$ cat config.mk
export PLATFORM = sky130hd
export DESIGN_NAME = sss_serial_unit
export DESIGN_NICKNAME = d
export VERILOG_FILES = /design/src/rtl/core/sss_pkg.sv /design/src/rtl/core/sss_serial_unit.sv
export SDC_FILE = /design/constraint.sdc
export NUM_CORES = 1
export LEC_CHECK = 0
export BUFFER_PORTS_ARGS = -buffer_cell sky130_fd_sc_hd__buf_2
export CORE_MARGIN = 10
export CORE_UTILIZATION = 45
export CTS_CLUSTER_DIAMETER = 60
export DETAILED_ROUTE_END_ITERATION = 6
export GPL_ROUTABILITY_DRIVEN = 0
export PLACE_DENSITY = 0.74
export SLEW_MARGIN = 20
export SYNTH_ARGS = -nofsm -noshare
export SYNTH_HDL_FRONTEND = slang
export SYNTH_SLANG_ARGS = --single-unit
$ cat constraint.sdc
create_clock -name clock -period 4.8 [get_ports clock]
set_input_delay 0.72 -clock clock [delete_from_list [all_inputs] [get_ports clock]]
set_output_delay 0.72 -clock clock [all_outputs]
set_load 0.01 [all_outputs]
$ cat src/rtl/core/sss_pkg.sv
// ----------------------------------------------------------------------------
// sss_pkg
// Shared types and constants of the stroke splat spacing core.
// ----------------------------------------------------------------------------
package sss_pkg;

   // event kinds carried in req_tuser
   localparam logic [1:0] KIND_START  = 2'd0;
   localparam logic [1:0] KIND_POINT  = 2'd1;
   localparam logic [1:0] KIND_FINISH = 2'd2;

   // register indexes of the csr port
   localparam logic [1:0] CSR_BRUSH_RADIUS = 2'd0;
   localparam logic [1:0] CSR_BRUSH_FLOW   = 2'd1;
   localparam logic [1:0] CSR_SPACING_RATE = 2'd2;

   // bit steps per serial operation
   localparam logic [4:0] MUL_STEPS      = 5'd25;
   localparam logic [4:0] THR_DIV_STEPS  = 5'd20;
   localparam logic [4:0] FRAC_DIV_STEPS = 5'd24;
   localparam logic [4:0] SQRT_STEPS     = 5'd21;

   typedef enum logic [1:0] {
      ALU_MUL,
      ALU_DIV,
      ALU_SQRT
   } alu_op_type;

   // a: multiplicand / dividend bits / radicand, b: multiplier / initial remainder,
   // c: divisor
   typedef struct packed {
      logic       start;
      alu_op_type op;
      logic [4:0] steps;
      logic [41:0] a;
      logic [24:0] b;
      logic [23:0] c;
   } alu_req_type;

   typedef struct packed {
      logic        done;
      logic [48:0] result;
   } alu_rsp_type;

   typedef enum logic [4:0] {
      S_IDLE,
      S_DISPATCH,
      S_DX2,
      S_DY2,
      S_SQRT,
      S_THA,
      S_THB,
      S_SETUP,
      S_THR,
      S_SLACK,
      S_CMP,
      S_DIV,
      S_EX,
      S_EY,
      S_ER,
      S_STORE,
      S_END,
      S_READ,
      S_LOAD
   } state_type;

endpackage

$ cat src/rtl/core/sss_serial_unit.sv
// ----------------------------------------------------------------------------
// sss_serial_unit
// Shared bit-serial multiplier, divider and square root, one bit per cycle.
// ----------------------------------------------------------------------------
module sss_serial_unit (
   input  logic                 clock,
   input  logic                 reset,
   input  sss_pkg::alu_req_type req,
   output sss_pkg::alu_rsp_type rsp
);

   logic                busy_ff;
   logic                done_ff;
   logic [4:0]          cnt_ff;
   sss_pkg::alu_op_type op_ff;
   logic [48:0]         p_ff;
   logic [23:0]         a_ff;
   logic [24:0]         rem_ff;
   logic [23:0]         q_ff;
   logic [41:0]         rad_ff;
   logic [20:0]         root_ff;
   logic [23:0]         srem_ff;

   logic [24:0] mul_sum;
   logic [48:0] p_in;
   logic [24:0] rem_sh;
   logic [25:0] div_diff;
   logic [23:0] sq_r2;
   logic [23:0] sq_trial;
   logic [24:0] sq_diff;

   // shift-add multiply: multiplier in the low bits, consumed LSB first
   assign mul_sum = {1'b0, p_ff[48:25]} + {1'b0, a_ff};
   assign p_in    = p_ff[0] ? {mul_sum, p_ff[24:1]} : {1'b0, p_ff[48:1]};

   // restoring divide
   assign rem_sh   = {rem_ff[23:0], q_ff[23]};
   assign div_diff = {1'b0, rem_sh} - {2'b00, a_ff};

   // digit-by-digit square root, two radicand bits per step
   assign sq_r2    = {srem_ff[21:0], rad_ff[41:40]};
   assign sq_trial = {1'b0, root_ff, 2'b01};
   assign sq_diff  = {1'b0, sq_r2} - {1'b0, sq_trial};

   always_ff @(posedge clock) begin
      if (reset) begin
         busy_ff <= 1'b0;
         done_ff <= 1'b0;
         cnt_ff  <= 5'd0;
      end else begin
         done_ff <= 1'b0;
         if (req.start) begin
            busy_ff <= 1'b1;
            cnt_ff  <= req.steps;
         end else if (busy_ff) begin
            cnt_ff <= cnt_ff - 5'd1;
            if (cnt_ff == 5'd1) begin
               busy_ff <= 1'b0;
               done_ff <= 1'b1;
            end
         end
      end
   end

   always_ff @(posedge clock) begin
      if (req.start) begin
         op_ff   <= req.op;
         p_ff    <= {24'd0, req.b};
         a_ff    <= (req.op == sss_pkg::ALU_MUL) ? req.a[23:0] : req.c;
         rem_ff  <= req.b;
         q_ff    <= req.a[23:0];
         rad_ff  <= req.a;
         root_ff <= 21'd0;
         srem_ff <= 24'd0;
      end else if (busy_ff) begin
         unique case (op_ff)
            sss_pkg::ALU_MUL: begin
               p_ff <= p_in;
            end
            sss_pkg::ALU_DIV: begin
               if (!div_diff[25]) begin
                  rem_ff <= div_diff[24:0];
                  q_ff   <= {q_ff[22:0], 1'b1};
               end else begin
                  rem_ff <= rem_sh;
                  q_ff   <= {q_ff[22:0], 1'b0};
               end
            end
            sss_pkg::ALU_SQRT: begin
               rad_ff <= {rad_ff[39:0], 2'b00};
               if (!sq_diff[24]) begin
                  srem_ff <= sq_diff[23:0];
                  root_ff <= {root_ff[19:0], 1'b1};
               end else begin
                  srem_ff <= sq_r2;
                  root_ff <= {root_ff[19:0], 1'b0};
               end
            end
            default: begin
            end
         endcase
      end
   end

   always_comb begin
      rsp.done = done_ff;
      unique case (op_ff)
         sss_pkg::ALU_MUL:  rsp.result = p_ff;
         sss_pkg::ALU_DIV:  rsp.result = {25'd0, q_ff};
         sss_pkg::ALU_SQRT: rsp.result = {28'd0, root_ff};
         default:           rsp.result = 49'd0;
      endcase
   end

endmodule

==> results.md <==
Synthesis:
- The count of flip-flops with a built-in enable after synthesis is ~140.
- Yosys instantiated no cell more often than sky130_fd_sc_hd__o21ai_0.
- The count of distinct cell types in the synthesized netlist is between 60 and 70.
- The number of synthesis warnings is 0.
- After synthesis the netlist holds a flip-flop and latch count of 215.
- The number of nets handed over by synthesis was between 1500 and 2000.
- Counting flops with an async set or reset pin after synthesis yields a share of 0%.
- Sequential cells were found to cover around 44% of the synthesized design area.
- The share of synthesized area in the top cell type comes to 32.7%.
- Synthesis produced a netlist whose cell count is ~1300.
- In the post-synthesis netlist, the biggest area contributors are sky130_fd_sc_hd__edfxtp_1, sky130_fd_sc_hd__dfxtp_1, sky130_fd_sc_hd__ha_1.
- The library cell occupying the most area in the post-synthesis netlist is sky130_fd_sc_hd__edfxtp_1.
- By count the netlist is led by sky130_fd_sc_hd__o21ai_0, sky130_fd_sc_hd__edfxtp_1, sky130_fd_sc_hd__inv_1.
- A synthesized cell averages slightly below 10 µm².
- The synthesized netlist occupies a cell area of 12900 µm².
- For this run, the leading register cell type out of synthesis is sky130_fd_sc_hd__edfxtp_1.

Global route:
- The number of antenna violations at the first check in global routing is 0.
- The remaining global-route overflow is 0.
- The first-pass GRT wire length is roughly 55000 µm.
- In the global route stage, overall resource usage came out at between 10% and 20%.
- The via count of the first global-routing pass is 10200.
- The pin count of the biggest net entering global routing is approximately 150.

Die:
- The die height is roughly 190 µm.
- The total area inside the core boundary comes to 28500 µm².
- The effective utilization at floorplan is a little under half.
- The die covers approximately 36000 µm².
- The width of the die is between 150 and 200 µm.
- During I/O placement, the number of pins put on the boundary was roughly 150.
- The floorplan has 62 rows.

Place:
- The number of instances in the placed design is 1827.
- OpenSTA, run right after detailed placement, puts the worst setup slack at 1.39 ns.
- After detailed placement, the total cell area comes to approximately 14000 µm².
- The HPWL after detailed placement is ~26000 µm.
- The count of buffers inserted at the top-level ports is 150.

CTS:
- The H-tree depth reported by CTS is 1.
- The post-CTS clock slew at the launch and capture registers of the worst setup and hold paths is 0.06 ns.
- No sink is reached through more buffers than the 3 on the longest clock path.
- The CTS tree is done.
- The later-pin clock latency in the skew report is 0.53 ns.
- The number of buffers created by CTS is 26.
- The buffer type at the clock tree root is sky130_fd_sc_hd__clkbuf_16.
- The number of setup buffers added after CTS is 0.
- The total number of clock tree sinks is around 220.
- The post-cts resize count is 0.
- The quantity of hold-fixing buffers added after cts is 0.

Timing:
- The setup slack after layout is between 1 and 1.5 ns.
- The share of the clock period used by the worst path is 72.1%.
- The total count of max-transition violations in the final report came to 0.
- For the pin with the worst max-slew slack, the measured transition is between 0.9 and 1 ns.
- The routed design could run at a clock period as short as 3.46 ns.
- The hold violation total from the final report is 0.
- Setup violations remaining at the end of the flow were counted as 0.
- Setup repair after global routing left no endpoint under its margin.
- On the final layout, the worst clock skew is approximately 0.0097 ns.
- The maximum frequency from static timing analysis is 0.289 GHz.
- The relative slew slack is a little under two fifths.
- The sum of negative setup slack is 0 ns.

Critical path:
- Walking the worst path, the cells encountered are inv_1, ha_1, o21ai_0, nor2_1, o41ai_4, o31a_1, o21ai_2, a311oi_2, o21a_1, buf_4, mux2i_1, a21oi_1.
- The startpoint identified for the worst register-to-register timing path is root_ff[8].
- The launch point of the critical path is root_ff[8].
- Following the worst setup path forward leads to its endpoint at srem_ff[14].
- The standard cell with the maximum stage delay on the critical path is sky130_fd_sc_hd__o21a_1.
- The worst register-to-register path has a depth of 12.
- The register-to-register setup slack is between 1 and 1.5 ns.
- STA classifies the critical path endpoint as a register.
- For the worst setup path, the data arrival time is approximately 3.9 ns.
- Counting both buffers and inverters, the worst setup path holds a total of 2.
- The top fanout value on the critical path is 14.
- The type of the worst setup path is reg2reg.
- Data on the critical path is required at its endpoint by between 5 and 6 ns.
- In this run the critical register-to-register path is captured at srem_ff[14].
- The critical path's largest stage delay is 0.58 ns.
- The critical path runs through a total of 12 cells.
- The cell class contributing the biggest share of worst-path delay is compound AO/OA/AOI/OAI gates.
- The sort of element at the start of the critical path is a register.

Final layout:
- The repair_antennas step left the layout with diodes totalling 0.
- Measured on the finished design, the core utilization comes to between 50% and 60%.
- Fill cells in the final layout number between 2000 and 3000.
- In the final layout, the multi-input gates occupy 6480 µm².
- The total number of nets in the final design is between 1500 and 2000.
- The signed area change from the synthesized netlist to the final layout is 15.5%.
- The post-route non-filler standard cell count is roughly 1900.
- In the final layout, flip-flops and latches occupy roughly 5700 µm².
- The cell area after layout is around 15000 µm².
- Cells with a size suffix above 1 make up between 10% and 20% of the layout.

Routing:
- The first routing iteration left between 1000 and 1500 violations.
- The number of optimization iterations in the first detailed-route pass is 7.
- The per-cell routed wire length is about 19 µm.
- The total DRC errors in the routed layout is 0.
- The detailed-route wire length is 34800 µm.
- The ratio of routed vias to standard cells is 5.56.
- In this run the remaining antenna-violating nets after routing total 0.
- The via total after detailed routing is 10400.

Pwr:
- The total power per unit cell area is 389 nW/µm².
- For this design the static power due to leakage is 0.00642 µW.
- The worst-case vdd ir drop is between 0.2 and 0.3 mV.

Worst hold path:
- The path category of the worst min-delay check is in2reg.
- The startpoint of the most critical hold path is req[97].
- The cell depth of the worst min-delay path is 1.

Status:
- The flow ran to the end, and the final reports show no timing, DRC or antenna violations.

Job:
- The max-cap violation count is 0.
==> how the worst min path moves through the flow <==
stage and to:
6_report op_ff[1], 5_1_grt op_ff[0], 4_1_cts op_ff[0], 3_5_place_dp srem_ff[11], 3_3_place_gp srem_ff[0], 2_1_floorplan srem_ff[21]
==> metal layers <==
metal  global-route usage [%]  vias up  share of wire (%)
met4                     5.37        0                2.5
met5                        0        -                  0
met3                     3.06       65                6.3
met1                     24.3     4992                 43
li1                         -     5048                  -
met2                     31.2      313                 48
==> layout make-up <==
class                           count  share of cell area [%]
Multi-Input combinational cell    931                    43.4
Clock buffer                       38                    5.00
Clock inverter                     10                   0.954
Timing Repair Buffer              166                    5.95
Inverter                          131                    3.29
Sequential cell                   215                    38.2
Tap cell                          384                    3.21
==> flip-flops by register name, indices dropped and copies added, names as in the netlist <==
signal,flops
p_ff,49
rad_ff,42
a_ff,24
q_ff,24
rem_ff,24
srem_ff,22
root_ff,21
cnt_ff,5
op_ff,2
busy_ff,1
done_ff,1
==> cells by family (layout without fill, tap and decap cells) <==
| family | after synthesis | count (layout) | synth area share (%) |
|---|---|---|---|
| AO/OA/AOI/OAI | 375 | 375 | 18.0 |
| XOR/XNOR | 60 | 60 | 4.06 |
| adder cells (fa/ha/maj) | 74 | 74 | 7.27 |
| buffers and inverters | 190 | 345 | 5.92 |
| flip-flops | 215 | 215 | 44.2 |
| multiplexers | 121 | 121 | 9.88 |
| AND/OR/NAND/NOR | 301 | 301 | 10.7 |
==> power by group <==
part | internal [µW] | switching [µW] | total (µW)
sequential | 2170 | 95.3 | 2260
combinational | 653 | 857 | 1510
clock | 1250 | 794 | 2040
==> cells in the final DEF, fill, tap and decap left out, types with 7 or more instances in the layout <==
| cell type | count |
|---|---|
| sky130_fd_sc_hd__buf_4 | 15 |
| sky130_fd_sc_hd__o21ai_0 | 152 |
| sky130_fd_sc_hd__nor2_1 | 70 |
| sky130_fd_sc_hd__ha_1 | 72 |
| sky130_fd_sc_hd__nand3_1 | 18 |
| sky130_fd_sc_hd__xor2_1 | 17 |
| sky130_fd_sc_hd__a21oi_1 | 80 |
| sky130_fd_sc_hd__o21ai_1 | 8 |
| sky130_fd_sc_hd__buf_2 | 149 |
| sky130_fd_sc_hd__clkbuf_1 | 8 |
| sky130_fd_sc_hd__o21a_1 | 10 |
| sky130_fd_sc_hd__a21o_1 | 27 |
| sky130_fd_sc_hd__nand2b_1 | 9 |
| sky130_fd_sc_hd__and2_1 | 32 |
| sky130_fd_sc_hd__nand2_1 | 119 |
| sky130_fd_sc_hd__mux2_2 | 54 |
| sky130_fd_sc_hd__dfxtp_1 | 74 |
| sky130_fd_sc_hd__o31ai_1 | 7 |
| sky130_fd_sc_hd__nor3_1 | 14 |
| sky130_fd_sc_hd__o22ai_1 | 20 |
| sky130_fd_sc_hd__xnor2_1 | 43 |
| sky130_fd_sc_hd__clkbuf_16 | 27 |
| sky130_fd_sc_hd__edfxtp_1 | 141 |
| sky130_fd_sc_hd__a211oi_1 | 13 |
| sky130_fd_sc_hd__mux2i_1 | 67 |
| sky130_fd_sc_hd__nor2b_1 | 14 |
| sky130_fd_sc_hd__inv_1 | 129 |
==> per-stage QoR <==
step	power, µW	hold WS, ns
5_1_grt	6080	0.398
6_report	5810	0.404
2_1_floorplan	3440	0.437
3_3_place_gp	3750	0.473
4_1_cts	5830	0.390
3_5_place_dp	3780	0.481
Note: power is estimated with default switching activity, not from simulation.
